$ cat src/sv/sps_pkg.sv
`timescale 1ns / 1ps
`default_nettype none
package sps_pkg;

   localparam int unsigned POS_W = 24;
   localparam int unsigned PTR_W = 3;
   localparam int unsigned DIST_SHIFT = 7;

   typedef enum logic {
      REQ_SET_TARGET = 1'b0,
      REQ_TICK       = 1'b1
   } req_code_type;

   typedef enum logic {
      CSR_REVERSE_DIRECTION = 1'b0,
      CSR_HALF_STEP_MODE    = 1'b1
   } csr_index_type;

   typedef struct packed {
      logic [3:0]             coil_pattern;
      logic signed [POS_W-1:0] position;
      logic [2:0]             steps_moved;
      logic                   at_target;
   } result_type;

   function automatic logic [3:0] half_step_pattern(input logic [2:0] idx);
      logic [3:0] pat;
      case (idx)
         3'd0:    pat = 4'h1;
         3'd1:    pat = 4'h3;
         3'd2:    pat = 4'h2;
         3'd3:    pat = 4'h6;
         3'd4:    pat = 4'h4;
         3'd5:    pat = 4'hC;
         3'd6:    pat = 4'h8;
         default: pat = 4'h9;
      endcase
      return pat;
   endfunction

   function automatic logic [3:0] full_step_pattern(input logic [1:0] idx);
      logic [3:0] pat;
      case (idx)
         2'd0:    pat = 4'h3;
         2'd1:    pat = 4'h6;
         2'd2:    pat = 4'hC;
         default: pat = 4'h9;
      endcase
      return pat;
   endfunction

endpackage
`default_nettype wire

$ cat src/sv/stepper_position_sequencer.sv
// Stepper position sequencer: drives a four-coil stepper toward a target.
// Input channel (req_valid / req_stall): req_type 0 loads a new signed
// target and yields no response; req_type 1 is a tick and yields exactly one
// response on the rsp channel (rsp_valid / rsp_stall) with the coil pattern,
// new position, steps taken (0 when already at the target) and the at-target flag.
// Configuration: csr_write_enable with csr_index 0 sets reverse direction,
// index 1 sets half-step mode; write only while the block is idle.
// Output: a tick's response is registered in the response register, or in the skid register while it is stalled.
// Throughput: one transaction per cycle while req_stall is low; the step burst is
// computed in one pass from the position and target registers.
// Stall: the response register is backed by a one-entry skid register, so
// the input keeps accepting while a response waits; req_stall rises only
// once the skid entry is occupied and falls when the response drains.
// Reset: synchronous; clears position, target and phase pointer to zero,
// reverse to 0, half-step mode to 1, and empties the response buffers.
`timescale 1ns / 1ps
`default_nettype none
module stepper_position_sequencer
   import sps_pkg::*;
#(
   parameter int unsigned MAX_BURST = 4
) (
   input  wire logic                    clock,
   input  wire logic                    reset,
   input  wire logic                    csr_write_enable,
   input  wire logic                    csr_index,
   input  wire logic                    csr_data,
   input  wire logic                    req_valid,
   output logic                         req_stall,
   input  wire logic                    req_type,
   input  wire logic signed [POS_W-1:0] req_target_position,
   output logic                         rsp_valid,
   input  wire logic                    rsp_stall,
   output logic [3:0]                   rsp_coil_pattern,
   output logic signed [POS_W-1:0]      rsp_position,
   output logic [2:0]                   rsp_steps_moved,
   output logic                         rsp_at_target
);

   logic       accept;
   logic       new_valid;
   result_type new_result;

   logic       out_valid_ff;
   result_type out_ff;
   logic       skid_valid_ff;
   result_type skid_ff;
   logic       out_free;

   assign req_stall = skid_valid_ff;
   assign accept = req_valid && !skid_valid_ff;
   assign out_free = !out_valid_ff || !rsp_stall;

   sps_core #(
      .MAX_BURST(MAX_BURST)
   ) u_core (
      .clock               (clock),
      .reset               (reset),
      .csr_write_enable    (csr_write_enable),
      .csr_index           (csr_index),
      .csr_data            (csr_data),
      .accept              (accept),
      .req_type            (req_type),
      .req_target_position (req_target_position),
      .result_valid        (new_valid),
      .result              (new_result)
   );

   always_ff @(posedge clock) begin
      if (reset) begin
         out_valid_ff <= 1'b0;
         skid_valid_ff <= 1'b0;
      end else begin
         if (out_free) begin
            if (skid_valid_ff) begin
               out_valid_ff <= 1'b1;
               skid_valid_ff <= 1'b0;
            end else begin
               out_valid_ff <= new_valid;
            end
         end else if (new_valid) begin
            skid_valid_ff <= 1'b1;
         end
      end
   end

   always_ff @(posedge clock) begin
      if (out_free) begin
         out_ff <= skid_valid_ff ? skid_ff : new_result;
      end else if (new_valid) begin
         skid_ff <= new_result;
      end
   end

   assign rsp_valid = out_valid_ff;
   assign rsp_coil_pattern = out_ff.coil_pattern;
   assign rsp_position = out_ff.position;
   assign rsp_steps_moved = out_ff.steps_moved;
   assign rsp_at_target = out_ff.at_target;

endmodule
`default_nettype wire

$ cat src/sv/sps_core.sv
`timescale 1ns / 1ps
`default_nettype none
module sps_core
   import sps_pkg::*;
#(
   parameter int unsigned MAX_BURST = 4
) (
   input  wire logic                    clock,
   input  wire logic                    reset,
   input  wire logic                    csr_write_enable,
   input  wire logic                    csr_index,
   input  wire logic                    csr_data,
   input  wire logic                    accept,
   input  wire logic                    req_type,
   input  wire logic signed [POS_W-1:0] req_target_position,
   output logic                         result_valid,
   output result_type                   result
);

   localparam int unsigned BURST_W = $clog2(MAX_BURST + 1);
   localparam int unsigned DIST_W = POS_W + 1;
   localparam int unsigned QUOT_W = DIST_W - DIST_SHIFT;
   localparam logic [QUOT_W-1:0] BURST_MAX_Q = QUOT_W'(MAX_BURST);
   localparam logic [BURST_W-1:0] BURST_MAX_N = BURST_W'(MAX_BURST);

   logic                    reverse_ff;
   logic                    half_step_ff;
   logic signed [POS_W-1:0] target_ff;
   logic signed [POS_W-1:0] position_ff;
   logic [PTR_W-1:0]        pointer_ff;

   logic signed [POS_W-1:0] position_in;
   logic [PTR_W-1:0]        pointer_in;

   logic [DIST_W-1:0]  diff;
   logic [DIST_W-1:0]  distance;
   logic [QUOT_W-1:0]  quot;
   logic               at_target;
   logic               up;
   logic               ptr_up;
   logic [BURST_W-1:0] n;
   logic [7:0]         n_wide;
   logic [PTR_W-1:0]   n3;
   logic [PTR_W-1:0]   ptr_sum;
   logic [PTR_W-1:0]   ptr_mask;
   logic               is_tick;

   assign is_tick = (req_type == REQ_TICK);

   always_comb begin
      diff = {target_ff[POS_W-1], target_ff} - {position_ff[POS_W-1], position_ff};
      at_target = (diff == '0);
      up = !diff[DIST_W-1] && !at_target;
      distance = up ? diff : (DIST_W'(0) - diff);
      quot = distance[DIST_W-1:DIST_SHIFT];
      if (quot == '0) begin
         n = BURST_W'(1);
      end else if (quot >= BURST_MAX_Q) begin
         n = BURST_MAX_N;
      end else begin
         n = quot[BURST_W-1:0];
      end
      n_wide = 8'(n);
      n3 = n_wide[PTR_W-1:0];
      ptr_up = up != reverse_ff;
      ptr_mask = half_step_ff ? 3'b111 : 3'b011;
      ptr_sum = ptr_up ? (pointer_ff + n3) : (pointer_ff - n3);
      if (at_target) begin
         position_in = position_ff;
         pointer_in = pointer_ff;
      end else begin
         position_in = up ? (position_ff + POS_W'(n_wide)) : (position_ff - POS_W'(n_wide));
         pointer_in = ptr_sum & ptr_mask;
      end

      result_valid = accept && is_tick;
      result.position = position_in;
      result.at_target = at_target;
      if (at_target) begin
         result.coil_pattern = 4'h0;
         result.steps_moved = 3'd0;
      end else begin
         result.coil_pattern = half_step_ff ? half_step_pattern(pointer_in)
                                            : full_step_pattern(pointer_in[1:0]);
         result.steps_moved = (n_wide > 8'd7) ? 3'd7 : n_wide[2:0];
      end
   end

   always_ff @(posedge clock) begin
      if (reset) begin
         reverse_ff <= 1'b0;
         half_step_ff <= 1'b1;
         target_ff <= '0;
         position_ff <= '0;
         pointer_ff <= '0;
      end else begin
         if (csr_write_enable) begin
            unique case (csr_index)
               CSR_REVERSE_DIRECTION: reverse_ff <= csr_data;
               CSR_HALF_STEP_MODE:    half_step_ff <= csr_data;
               default: ;
            endcase
         end
         if (accept) begin
            if (is_tick) begin
               position_ff <= position_in;
               pointer_ff <= pointer_in;
            end else begin
               target_ff <= req_target_position;
            end
         end
      end
   end

endmodule
`default_nettype wire

$ cat config.mk
export PLATFORM = sky130hd
export DESIGN_NAME = stepper_position_sequencer
export DESIGN_NICKNAME = d
export VERILOG_FILES = /design/src/sv/sps_pkg.sv /design/src/sv/stepper_position_sequencer.sv /design/src/sv/sps_core.sv
export SDC_FILE = /design/constraint.sdc
export NUM_CORES = 1
export LEC_CHECK = 0
export BUFFER_PORTS_ARGS = -buffer_cell sky130_fd_sc_hd__buf_4
export CAP_MARGIN = 20
export CORE_ASPECT_RATIO = 1.25
export CORE_MARGIN = 2
export CORE_UTILIZATION = 51
export CTS_CLUSTER_SIZE = 28
export DETAILED_ROUTE_END_ITERATION = 7
export PLACE_DENSITY = 0.7
export REMOVE_ABC_BUFFERS = 1
export SETUP_SLACK_MARGIN = 0.3
export SLEW_MARGIN = 20
export SYNTH_ARGS = -nofsm -noshare
export SYNTH_HDL_FRONTEND = slang
export SYNTH_SLANG_ARGS = --single-unit
$ cat constraint.sdc
create_clock -name clock -period 9.9 [get_ports clock]
set_clock_uncertainty 0.05 [all_clocks]
set_input_delay 0.99 -clock clock [delete_from_list [all_inputs] [get_ports clock]]
set_output_delay 0.99 -clock clock [all_outputs]
set_load 0.005 [all_outputs]
==> results of run 1 <==
## logic make-up after synthesis
group	count (synthesis)	share of synthesized area, %
compound gates	246	21.16
xor+xnor	44	4.900
flops	119	37.70
buf+inv	91	4.900
simple gates	316	18.01
fa+ha+maj	57	9.176
mux	30	4.151
## worst register-to-register path: cells and delay by family (launching register included)
family | cells | cell delay (ns)
AO/OA/AOI/OAI | 17 | 4.00
XOR/XNOR | 1 | 0.22
adder cells (fa/ha/maj) | 5 | 1.56
buffers and inverters | 1 | 0.19
flip-flops | 1 | 0.34
multiplexers | 2 | 0.67
AND/OR/NAND/NOR | 6 | 1.60
## layout by cell type, fill, tap and decap left out, types with 4 or more instances in the layout
cell type / count
sky130_fd_sc_hd__nand3_1: 22
sky130_fd_sc_hd__ha_1: 54
sky130_fd_sc_hd__xor2_1: 16
sky130_fd_sc_hd__clkbuf_16: 17
sky130_fd_sc_hd__a31oi_1: 11
sky130_fd_sc_hd__nor3_1: 20
sky130_fd_sc_hd__a21oi_1: 70
sky130_fd_sc_hd__o21ai_1: 5
sky130_fd_sc_hd__buf_4: 74
sky130_fd_sc_hd__mux2i_1: 4
sky130_fd_sc_hd__dfxtp_1: 55
sky130_fd_sc_hd__inv_1: 48
sky130_fd_sc_hd__o31ai_1: 6
sky130_fd_sc_hd__nor2b_1: 5
sky130_fd_sc_hd__and2_1: 8
sky130_fd_sc_hd__mux2_2: 26
sky130_fd_sc_hd__xnor2_1: 27
sky130_fd_sc_hd__nand2b_1: 4
sky130_fd_sc_hd__nand4_1: 9
sky130_fd_sc_hd__nor3b_1: 4
sky130_fd_sc_hd__inv_6: 5
sky130_fd_sc_hd__o21ai_0: 38
sky130_fd_sc_hd__a21o_1: 20
sky130_fd_sc_hd__o21bai_1: 6
sky130_fd_sc_hd__o21a_1: 7
sky130_fd_sc_hd__nor2_1: 76
sky130_fd_sc_hd__or3_1: 5
sky130_fd_sc_hd__a211oi_1: 30
sky130_fd_sc_hd__edfxtp_1: 64
sky130_fd_sc_hd__and3_1: 11
sky130_fd_sc_hd__o31a_1: 4
sky130_fd_sc_hd__nand2_1: 130
## worst min-delay path by stage
stage | to | startpoint | depth (start not counted)
2_1_floorplan | u_core.target_ff[0] | u_core.target_ff[0] | 2
3_3_place_gp | u_core.target_ff[0] | u_core.target_ff[0] | 2
3_5_place_dp | u_core.target_ff[0] | u_core.target_ff[0] | 2
4_1_cts | u_core.target_ff[0] | u_core.target_ff[0] | 2
5_1_grt | u_core.target_ff[3] | u_core.target_ff[3] | 2
6_report | u_core.target_ff[0] | u_core.target_ff[0] | 2
## power breakdown
part / internal, mW / total [mW] / switching (mW)
combinational: 0.617 / 1.44 / 0.825
clock: 0.404 / 0.639 / 0.235
sequential: 0.693 / 0.733 / 0.0398
total: 1.71 / 2.81 / 1.10
## metrics by stage
step | hold WS, ns | instance area (um^2)
after global routing | 0.4372 | 9261
after detailed placement | 0.4008 | 8650
after CTS | 0.4081 | 9261
after floorplan | 0.3803 | 7820
after global placement | 0.3959 | 8650
final | 0.4067 | 9261
## layout make-up
type                    count  area share, %
multi-input cells         693          49.78
flip-flops and latches    119          32.64
repair buffers             74          5.998
clock buffers              18          4.742
well taps                 212          2.864
inverters                  50          2.108
clock inverters            14          1.864
## registers in the layout, summed over array words and instances, names as in the netlist
name                 count
u_core.position_ff      24
rsp_steps_moved          3
u_core.half_step_ff      1
rsp_coil_pattern         4
u_core.target_ff        24
u_core.pointer_ff        3
rsp_at_target            1
u_core.reverse_ff        1
rsp_valid                1
rsp_position            24
skid_ff                 32
req_stall                1
## per-layer routing
layer	global-route usage (%)	part of all wire, %	vias up	routed length [um]
met4	9.023	2.1	0	395
li1	-	-	3382	-
met3	4.401	3.8	28	734
met1	30.89	45	3143	8636
met2	40.72	49	160	9315
met5	0	0	-	0
==> run summary, run 1 <==
The wire-length estimate of the detail-placed layout is 13.95 mm. The final critical path takes up 89.57% of the cycle. Total count of max-transition violations in the final report: 0. Maximum buffer depth of the clock tree: 2.

Endpoint of the worst-slack reg-to-reg timing path: rsp_position[21]. The routed design has 19.08 mm of wire. Of all nets on the critical path, the largest fanout is 22.

The path class of the tightest hold or removal check is reg -> reg. The initial utilization of the core area, before any placement, comes to 51.71%. The via count of the first global-routing pass was 6,447.

For the worst setup path, the data required time is 10.02 ns. The detail route stage leaves a number of antenna-violating nets equal to 0. Synthesis inferred 119 register bits. The routed wirelength normalized by instance count works out to 16.17 um. The net count of the finished layout is 1,044. The critical path ends at rsp_position[21]. The number of clock buffers added by TritonCTS is 17. The highest-delay cell along the critical path was sky130_fd_sc_hd__or4_1. Depth of the critical timing path with buffers and inverters included: 32. At the pin with the least slew margin, the transition time is 0.9079 ns. In this run the mean area of a mapped cell was 8.879 um^2.

For the worst setup path, the data arrival time is 8.99 ns. The worst-case headroom to the max-slew limit is 39.11%. In the final layout, flip-flops and latches occupy 3023 um^2. The violation count after the first detailed-route iteration is 370, and the die footprint is 16,750 um^2. Dividing total power by cell area gives a power density of 303.9 nW/um^2. Counting distinct cell types in the post-synthesis netlist gives 79. The run gives 0.43 ns as the insertion delay of the later-clocked pin in the worst-skew pair.

Tracing the worst setup path back leads to its startpoint at u_core.position_ff[0]. Counting instances in the post-synthesis netlist gives the leading cell types as sky130_fd_sc_hd__nand2_1, sky130_fd_sc_hd__nor2_1, sky130_fd_sc_hd__a21oi_1, sky130_fd_sc_hd__edfxtp_1, sky130_fd_sc_hd__dfxtp_1. Counting every instance in the synthesized netlist gives 903.

The hold violation count in the final report is 0, and the pin count of the biggest net entering global routing is 56. The flow ran to the end, and the final reports show no timing, DRC or antenna violations. After clock tree synthesis, the clock-pin slew on the worst setup and hold paths is 0.06 ns. The type of the setup path with the least slack was reg -> reg. For this design the static power due to leakage is 3.756 nW. The count of cells in the finished layout, fillers not included, comes to 1,180.

The initial antenna violation count was 0. Setup repair after global routing left no endpoint under its margin. After synthesis, flip-flops and latches occupy 37.70% of the total area.

The region available for standard cell placement spans 15,510 um^2. On the worst path, the slowest cell contributes a delay of 0.66 ns. The share of final-layout standard cells stronger than drive strength 1 works out to 16.53%. TritonCTS built the clock tree. Counting every sink on the clock net gives 119. The final setup TNS came out at 0 ns. The count of flip-flops with a built-in enable after synthesis is 64, and the area of the multi-input gates is 4611 um^2. For this run, the share of the core covered by cells in the final layout is 59.73%. The endpoint kind of the worst setup timing path was a flop.

The total track usage is 24.17%. The pre-CTS setup slack was 1.184 ns. The sum of internal, switching and leakage power was 2.814 mW. The largest area contributor in the netlist is sky130_fd_sc_hd__edfxtp_1.

Summed over all layers, the global routing overflow is 0. VDD sags by at most 0.1053 mV. For this run, the number of Yosys warnings is 0. The number of gates resized after CTS was 0. Detailed-routing iteration count for the pre-antenna-repair pass: 5.

At the end of routability-driven placement, the weighted congestion stood at 0.9051. The clock tree root buffer cell is sky130_fd_sc_hd__clkbuf_16. In this design, the largest share of critical-path delay is due to compound AO/OA/AOI/OAI gates.

The repair_antennas step left the layout with diodes totalling 0. Measured in cells, the most critical reg-to-reg path has a length of 32. In this run, post-CTS hold repair placed 0 buffers.

The total number of placement rows was 51; the worst setup margin was 1.032 ns. Fill cell instance count of the final layout: 1,412. The via count normalized by instance count works out to 5.689. After synthesis, the cell types taking the most area are sky130_fd_sc_hd__edfxtp_1, sky130_fd_sc_hd__dfxtp_1, sky130_fd_sc_hd__ha_1, sky130_fd_sc_hd__nand2_1, sky130_fd_sc_hd__a21oi_1.

The worst setup path is launched from a flop. Max-cap violations in this run came to 0. The async set-or-reset flop fraction in the synthesized netlist was 0%; the number of design rule violations left after detail routing was 0.

Most numerous cell in the Yosys netlist: sky130_fd_sc_hd__nand2_1. Measured along the y axis, the die boundary spans 144.2 um. From synthesis to final layout, the design area changed by 15.51%. The buffer and inverter count on the worst path works out to 1.

The tools report the beginning of the worst register-to-register path as u_core.position_ff[0]. The total of endpoints with negative setup slack in the final report came out at 0. The post-CTS setup-driven buffer insertion count is 0, and the number of placed I/O pins is 66. The smallest clock period supported by the final layout is computed as 8.868 ns. In this run the number of H-tree levels came out at 4. The first global-routing pass estimated 31.44 mm of wire.

In this run the tool buffered the top-level ports with 65 buffer cells. Horizontal extent of the die: 116.1 um. Including well taps, the total number of placed cells is 1,148. The area share of the largest cell type after synthesis was 23.97%. The maximum operating frequency is 0.1128 GHz, and the via count is 6,713. For flop-to-flop paths, the worst setup slack is 1.03 ns.

The netlist area before placement was 8018 um^2. The most used flip-flop cell after synthesis is sky130_fd_sc_hd__edfxtp_1.
(Power assumes the default switching activity.)
==> run 2, diff against run 1 <==
- SYNTH_HIERARCHICAL: unset -> 1
==> run 2 against run 1 <==
Compared with the run above: non-clock buffer count is 3 lower; sequential cell count unchanged; highest routed layer unchanged; clock power decreased by 3.4%; sequential share of layout area decreased by 0.13 points; critical endpoint is now rsp_position[22]; die area increased by 1.5%; synthesized cell count fell by 4.1%; largest power group unchanged; sequential power rose by 2%; worst setup slack gained 0.12 ns.
==> run summary, run 2 <==
The run finished with clean final reports. The routed wirelength normalized by instance count came out at 15.92 um (-1.6%). TritonCTS built the clock tree. The library cell used most frequently in the layout, excluding fill and tap cells, is sky130_fd_sc_hd__nand2_1. Count of flip-flops with a built-in enable after synthesis: 64 (unchanged). The effective utilization at floorplan is 52.09% (+0.39 points).

The via count of the first global-routing pass is 6,159 (-4.5%), and the height of the chip is 145.3 um (+0.76%). The violation count after the first detailed-route iteration was 420 (+14%). The maximum buffer depth of the clock tree is 2 (unchanged), and the via count is 6,446 (-4.0%). The tools report the post-CTS setup-driven buffer insertion count as 0 (unchanged). Final setup TNS: 0 ns (unchanged).

The tools report the total of warnings raised by yosys as 6 (+6). The pin slew with the least headroom to its limit was 0.9840 ns (+0.07615 ns); the floorplan core area was 15,630 um^2 (+0.82%). The largest incremental delay on the critical path is 0.54 ns (-0.12 ns).

The tools report the leakage power summed over all cells as 3.948 nW (+5.1%). The part of the total power dissipated in the clock network was 19.8% (-2.9 points); the total routed wirelength was 18.15 mm (-4.9%). The netlist area before placement is 8144 um^2 (+1.6%), and the switching share of power is 39.35% (+0.27 points).

The total of endpoints with negative setup slack in the final report is 0 (unchanged). The fill cell instance count of the final layout is 1,342 (-5.0%). The run gives 8706 um^2 (+0.65%) as the post-placement cell area. The most used flip-flop cell after synthesis is sky130_fd_sc_hd__edfxtp_1.

The top cell types in the final layout, fill and taps aside, are sky130_fd_sc_hd__nand2_1, sky130_fd_sc_hd__a21oi_1, sky130_fd_sc_hd__buf_4. The run gives 0.42 ns (about the same) as the insertion delay of the later-clocked pin in the worst-skew pair. Highest-delay cell along the critical path: sky130_fd_sc_hd__nor4b_2. The type of the setup path with the least slack was reg -> reg.

For the cell area after layout, the log shows 9301 um^2 (+0.43%). The maximum fanout encountered on the critical timing path is 12 (-45%). The weighted congestion reported at the end of routability-driven placement was 0.9256 (+2.3%); the number of distinct standard cells referenced by the synthesized netlist was 88 (+11%). The post-placement cell count is 1,108 (-3.5%).

The maximum vdd ir drop came out at 0.1447 mV (+37%). Yosys attributes the largest share of cell area to sky130_fd_sc_hd__edfxtp_1, sky130_fd_sc_hd__dfxtp_1, sky130_fd_sc_hd__ha_1, sky130_fd_sc_hd__nand2_1, sky130_fd_sc_hd__a21oi_1. The number of input and output port buffers inserted is 65 (unchanged).

The total half-perimeter wirelength after legalization and detailed placement is 13.08 mm (-6.3%). The cell-internal power was 1.892 mW (+10%); the number of buffers created by CTS was 17 (unchanged). The horizontal extent of the die is 117.0 um (+0.76%). The post-route fraction of the period consumed by the critical path works out to 88.37% (-1.2 points). After synthesis, the most frequently instantiated cells are sky130_fd_sc_hd__nand2_1, sky130_fd_sc_hd__a21oi_1, sky130_fd_sc_hd__edfxtp_1, sky130_fd_sc_hd__nor2_1, sky130_fd_sc_hd__dfxtp_1. The tools report the count of clock tree sinks as 119 (unchanged).

The number of H-tree branching levels is 4 (unchanged). The data arrival time at the worst-slack endpoint was 8.87 ns (-0.12 ns); the count of mapped cells out of synthesis was 866 (-4.1%). Setup repair after global routing left no endpoint under its margin.

The total count of max-transition violations in the final report was 0 (unchanged). The layout overhead on the synthesized area came out at 14.21%. The max-cap violation count came out at 0 (unchanged). The async set-or-reset flop fraction in the synthesized netlist was 0% (unchanged); the final antenna-violating net count was 0 (unchanged).

The run gives 30.27 mm (-3.7%) as the global-route wire length before repair. Clock tree root buffer cell: sky130_fd_sc_hd__clkbuf_16. The die footprint is 17,000 um^2 (+1.5%).

The startpoint class of the critical path was a flop. The fraction of power consumed by combinational cells is 56.3% (+5.1 points), and the register area is 3024 um^2 (about the same). The worst-case headroom to the max-slew limit is 34.10% (-5.0 points), and the count of non-filler cells in the finished layout is 1,140 (-3.4%). The run gives 37.12% (-0.59 points) as the sequential element share of the synthesized area. Number of flip-flops and latches in the synthesized netlist: 119 (unchanged). The tools report the net switching power as 1.227 mW (+12%). Hold violation count in the final report: 0 (unchanged). For the number of design rule violations left after detail routing, the log shows 0 (unchanged). The remaining global-route overflow was 0 (unchanged); the per-instance average area after synthesis was 9.404 um^2 (+5.9%).

The via count normalized by instance count was 5.654 (-0.61%); the required time at the endpoint of the critical path was 10.02 ns (about the same). The power density over the cells came out at 335.3 nW/um^2 (+10%). Largest register by flop count: skid_ff. The sum of internal, switching and leakage power is 3.119 mW (+11%). The final antenna diode count is 0 (unchanged). Yosys instantiated no cell more often than sky130_fd_sc_hd__nand2_1.

The worst hold path belongs to the class reg -> reg. The pin count of the biggest net entering global routing was 60 (+7.1%); the share of final-layout standard cells stronger than drive strength 1 was 17.46% (+0.93 points). For the worst hold slack, the log shows 0.4099 ns (+0.003256 ns).

The run gives 5 (unchanged) as the detailed-routing iteration count for the pre-antenna-repair pass. The number of nets in the final layout is 1,004 (-3.8%). Largest area contributor in the netlist: sky130_fd_sc_hd__edfxtp_1.

The area of the multi-input gates came out at 4692 um^2 (+1.8%). The sequential cell fraction of total power is 23.9% (-2.2 points), and the number of placed I/O pins is 66 (unchanged). Clock transition at the register clock pins on the worst setup and hold paths after CTS: 0.06 ns (about the same).

The flip-flop count of the largest register after layout was 32 (unchanged); the maximum operating frequency was 0.1143 GHz (+1.4%). The tools report the initial antenna violation count as 0 (unchanged). The area share of the largest cell type after synthesis was 23.60% (-0.37 points); the time the final worst path needs with I/O delays and setup was 8.749 ns (-0.1185 ns). For the total number of placement rows, the log shows 51 (unchanged). The tools report the total track usage as 22.56% (-1.6 points). The endpoint kind of the worst setup timing path was a flop.
run 2: cell count changes in the layout (fill, tap and decap cells not counted), moves of 12 or more:
cell | before | now
sky130_fd_sc_hd__o21ai_0 | 38 | 26
sky130_fd_sc_hd__nand3_1 | 22 | 9
sky130_fd_sc_hd__mux2_4 | 0 | 28
sky130_fd_sc_hd__mux2_2 | 26 | 10
sky130_fd_sc_hd__a21oi_1 | 70 | 87
sky130_fd_sc_hd__nor2_1 | 76 | 57
sky130_fd_sc_hd__a211oi_1 | 30 | 12
run 2: cell type report:
| cell class | instances | share of cell area [%] |
|---|---|---|
| inverters | 53 | 2.139 |
| well taps | 212 | 2.852 |
| repair buffers | 71 | 5.730 |
| clock inverters | 13 | 1.668 |
| multi-input cells | 653 | 50.44 |
| flip-flops and latches | 119 | 32.51 |
| clock buffers | 19 | 4.654 |
run 2: stage by stage:
stage	setup WS [ns]	util, %
3_5_place_dp	1.076	55.69
2_1_floorplan	2.109	-
6_report	1.151	59.50
4_1_cts	1.037	59.45
5_1_grt	0.3784	59.50
3_3_place_gp	1.197	55.69
run 2: repair_timing:
item,4_1_cts,5_1_grt
resized for setup,0,1
hold buffers,0,0
setup endpoints to repair,0,1
run 2: worst max-delay path, delay by kind of cell, from the launching register on:
kind,cells,cell delay [ns]
AOI/OAI and AO/OA,17,3.30
muxes,2,0.63
adders and majority gates,4,1.36
and+or+nand+nor,8,2.45
buffers and inverters,2,0.14
DFF,1,0.33
xor gates and xnor gates,1,0.24
run 2: cell families after synthesis:
family	Yosys count	synth area share, %
buf+inv	94	5.393
flops	119	37.12
fa+ha+maj	57	9.034
compound gates	220	17.91
xor+xnor	48	5.347
mux	55	8.665
simple gates	273	16.53
run 2: worst paths after layout:
kind | startpoint | end | slack [ns] | depth (start not counted)
min | u_core/target_ff[0] | u_core/target_ff[0] | 0.41 | 2
max reg2reg | u_core/target_ff[0] | rsp_position[22] | 1.15 | 34
max | u_core/target_ff[0] | rsp_position[22] | 1.15 | 34
min reg2reg | u_core/target_ff[0] | u_core/target_ff[0] | 0.41 | 2
run 2: power by group through the flow:
| stage | Combinational, mW | Clock (mW) | Sequential [mW] |
|---|---|---|---|
| finish | 1.76 | 0.617 | 0.745 |
| floorplan | 1.35 | 0 | 0.752 |
| global placement | 1.72 | 0 | 0.752 |
| global route | 1.96 | 0.648 | 0.758 |
| detailed placement | 1.73 | 0 | 0.755 |
| CTS | 1.74 | 0.626 | 0.746 |
run 2: metal layers:
metal / GRT usage (%) / vias up / wire, um / share of wire (%)
met5: 0 / - / 0 / 0
met4: 6.882 / 0 / 331 / 1.8
met3: 4.219 / 22 / 768 / 4.2
met2: 36.73 / 143 / 8838 / 49
met1: 30.20 / 3061 / 8207 / 45
li1: - / 3220 / - / -
==> run 3, diff against run 2 <==
- CELL_PAD_IN_SITES_DETAIL_PLACEMENT: unset -> 1
- CELL_PAD_IN_SITES_GLOBAL_PLACEMENT: unset -> 1
- CORE_ASPECT_RATIO: 1.25 -> unset
- CORE_UTILIZATION: 51 -> 47
- PLACE_DENSITY: 0.7 -> unset
- PLACE_DENSITY_LB_ADDON: unset -> 0.1
==> run 3 against run 2 <==
Compared with the run above: critical path type unchanged; first-iteration DRC count down 30%; highest routed layer unchanged; die area grew 8.2%; largest power group unchanged; fmax decreased by 2.9%; routed wire length rose by 27%; worst setup slack got worse by 0.26 ns; critical endpoint unchanged; utilization decreased by 5.2 points.
==> run summary, run 3 (synthesized netlist as in run 2, its figures left out) <==
The run finished with clean final reports. For the sum of internal, switching and leakage power, the log shows 3.189 mW (+2.2%). The violation count after the first detailed-route iteration is 295 (-30%), and the maximum operating frequency is 0.1109 GHz (-2.9%).

The tools report the total number of placement rows as 48 (-5.9%). The tools report the maximum buffer depth of the clock tree as 2 (unchanged). For the via count of the first global-routing pass, the log shows 7,076 (+15%). skid_ff holds more flip-flops than any other register.

The run gives 1,982 (+48%) as the fill cell instance count of the final layout. The post-route fraction of the period consumed by the critical path is 91.04% (+2.7 points), and the final antenna-violating net count is 0 (unchanged). Number of input and output port buffers inserted: 65 (unchanged). The number of buffers created by CTS is 17 (unchanged). The run gives 6,666 (+3.4%) as the via count. The total of endpoints with negative setup slack in the final report was 0 (unchanged); the initial antenna violation count was 0 (unchanged).

The floorplan core area was 17,120 um^2 (+9.5%); the maximum vdd ir drop was 0.1375 mV (-5.0%). Cell family contributing the most delay on the critical path: compound AO/OA/AOI/OAI gates. The required time at the endpoint of the critical path is 10.02 ns (about the same).

The type of the setup path with the least slack is reg -> reg. The via count normalized by instance count is 5.766 (+2.0%), and the horizontal extent of the die is 135.6 um (+16%). The final setup TNS was 0 ns (unchanged); the routed wirelength normalized by instance count was 19.91 um (+25%). The remaining global-route overflow is 0 (unchanged), and the largest incremental delay on the critical path is 0.51 ns (-0.03 ns). The worst hold path belongs to the class reg -> reg.

Leaving out fill and tap cells, the most frequent cells in the layout are sky130_fd_sc_hd__nand2_1, sky130_fd_sc_hd__a21oi_1, sky130_fd_sc_hd__buf_4. The die footprint is 18,400 um^2 (+8.2%). Leaving out fill and tap cells, the most frequent cell in the layout is sky130_fd_sc_hd__nand2_1. The total half-perimeter wirelength after legalization and detailed placement was 16.78 mm (+28%); the maximum fanout encountered on the critical timing path was 12 (unchanged). The number of H-tree branching levels came out at 4 (unchanged). The most repeated library cell on the critical path was sky130_fd_sc_hd__a21oi_1.

The logs give 0 (unchanged) for the max-cap violation count and 0 (unchanged) for the post-CTS setup-driven buffer insertion count. The time the final worst path needs with I/O delays and setup is 9.013 ns (+0.2642 ns), and the flip-flop count of the largest register after layout is 32 (unchanged). The tools report the total track usage as 25.85% (+3.3 points).

The tree is rooted in a sky130_fd_sc_hd__clkbuf_16. The pin slew with the least headroom to its limit came out at 1.070 ns (+0.08559 ns). Among all stages on the critical path, the largest delay is contributed by sky130_fd_sc_hd__nor4b_4. The total routed wirelength is 23.01 mm (+27%), and the total count of max-transition violations in the final report is 0 (unchanged). The effective utilization at floorplan is 47.58% (-4.5 points), and the buffer and inverter count on the worst path is 2 (unchanged). Number of nets in the final layout: 1,007 (+0.30%). Height of the chip: 135.6 um (-6.6%). The worst-case headroom to the max-slew limit was 28.69% (-5.4 points); the share of final-layout standard cells stronger than drive strength 1 was 17.94% (+0.48 points).

The run gives 0 (unchanged) as the final antenna diode count. The global-route wire length before repair is 36.81 mm (+22%), and the number of placed I/O pins is 66 (unchanged). The hold violation count in the final report was 0 (unchanged); the pin count of the biggest net entering global routing was 60 (unchanged). The power density over the cells is 342.9 nW/um^2 (+2.2%), and the data arrival time at the worst-slack endpoint is 9.14 ns (+0.27 ns).

Setup repair after global routing left no endpoint under its margin. TritonCTS built the clock tree. The endpoint kind of the worst setup timing path is a flop.

The startpoint class of the critical path was a flop. The layout overhead on the synthesized area came out at 14.21% (unchanged). The leakage power summed over all cells was 3.947 nW (about the same); the count of clock tree sinks was 119 (unchanged).

The detailed-routing iteration count for the pre-antenna-repair pass was 4 (-1); the weighted congestion reported at the end of routability-driven placement was 0.8863 (-4.2%). The clock transition at the register clock pins on the worst setup and hold paths after CTS works out to 0.07 ns (about the same). For the number of design rule violations left after detail routing, the log shows 0 (unchanged). The insertion delay of the later-clocked pin in the worst-skew pair is 0.43 ns (about the same).
run 3: changes by cell type in the layout (fill, tap and decap cells not counted), sizes merged:
| cell | change |
|---|---|
| inv | +7 |
| buf | +3 |
| clkbuf | -2 |
| bufinv | -3 |
| clkinv | -2 |
run 3: timing repair:
action | in CTS | in global routing
gates resized for setup | 0 | 1
hold buffers | 0 | 0
setup endpoints to repair | 0 | 1
run 3: worst min-delay path, stage by stage, from the launching register on:
cell and delay (ns):
sky130_fd_sc_hd__dfxtp_1 0.32, sky130_fd_sc_hd__nand2_1 0.05, sky130_fd_sc_hd__a21oi_1 0.05
run 3: cell type report:
| cell class | count | area [um^2] | share of cell area [%] |
|---|---|---|---|
| clock buffers | 17 | 425.4 | 4.574 |
| well taps | 225 | 281.5 | 3.027 |
| inverters | 53 | 198.9 | 2.139 |
| multi-input cells | 653 | 4698 | 50.51 |
| flip-flops and latches | 119 | 3024 | 32.51 |
| repair buffers | 74 | 555.5 | 5.973 |
| clock inverters | 15 | 117.6 | 1.264 |
run 3: power by group:
part / switching, mW / internal, mW / leakage, nW
combinational: 1.04 / 0.807 / 2.61
clock: 0.262 / 0.325 / 0.256
sequential: 0.0520 / 0.700 / 1.08
total: 1.36 / 1.83 / 3.95
run 3: per-stage QoR:
step | util, % | hold WS, ns | instances | instance area, um^2 | setup slack [ns]
after detailed placement | 51.07 | 0.4020 | 1124 | 8742 | 0.6597
after global placement | 51.07 | 0.3973 | 1124 | 8742 | 1.146
after CTS | 54.25 | 0.4125 | 1156 | 9285 | 0.6449
after global routing | 54.34 | 0.4346 | 1156 | 9301 | 0.3490
final | 54.34 | 0.4128 | 1156 | 9301 | 0.8867
after floorplan | - | 0.3803 | 825 | 7904 | 2.109
run 3: per-layer routing:
metal / track usage, % / routed length, um / part of all wire [%]
met4: 6.019 / 221 / 0.96
met2: 45.54 / 11440 / 50
met3: 3.779 / 595 / 2.6
met1: 33.47 / 10760 / 47
met5: 0 / 0 / 0
run 3: final timing paths:
kind / startpoint / endpoint / slack (ns) / depth (start not counted)
hold / removal: u_core/target_ff[13] / u_core/target_ff[13] / 0.41 / 2
hold reg to reg: u_core/target_ff[13] / u_core/target_ff[13] / 0.41 / 2
setup / recovery: u_core/position_ff[2] / rsp_position[22] / 0.89 / 35
setup reg to reg: u_core/position_ff[2] / rsp_position[22] / 0.89 / 35
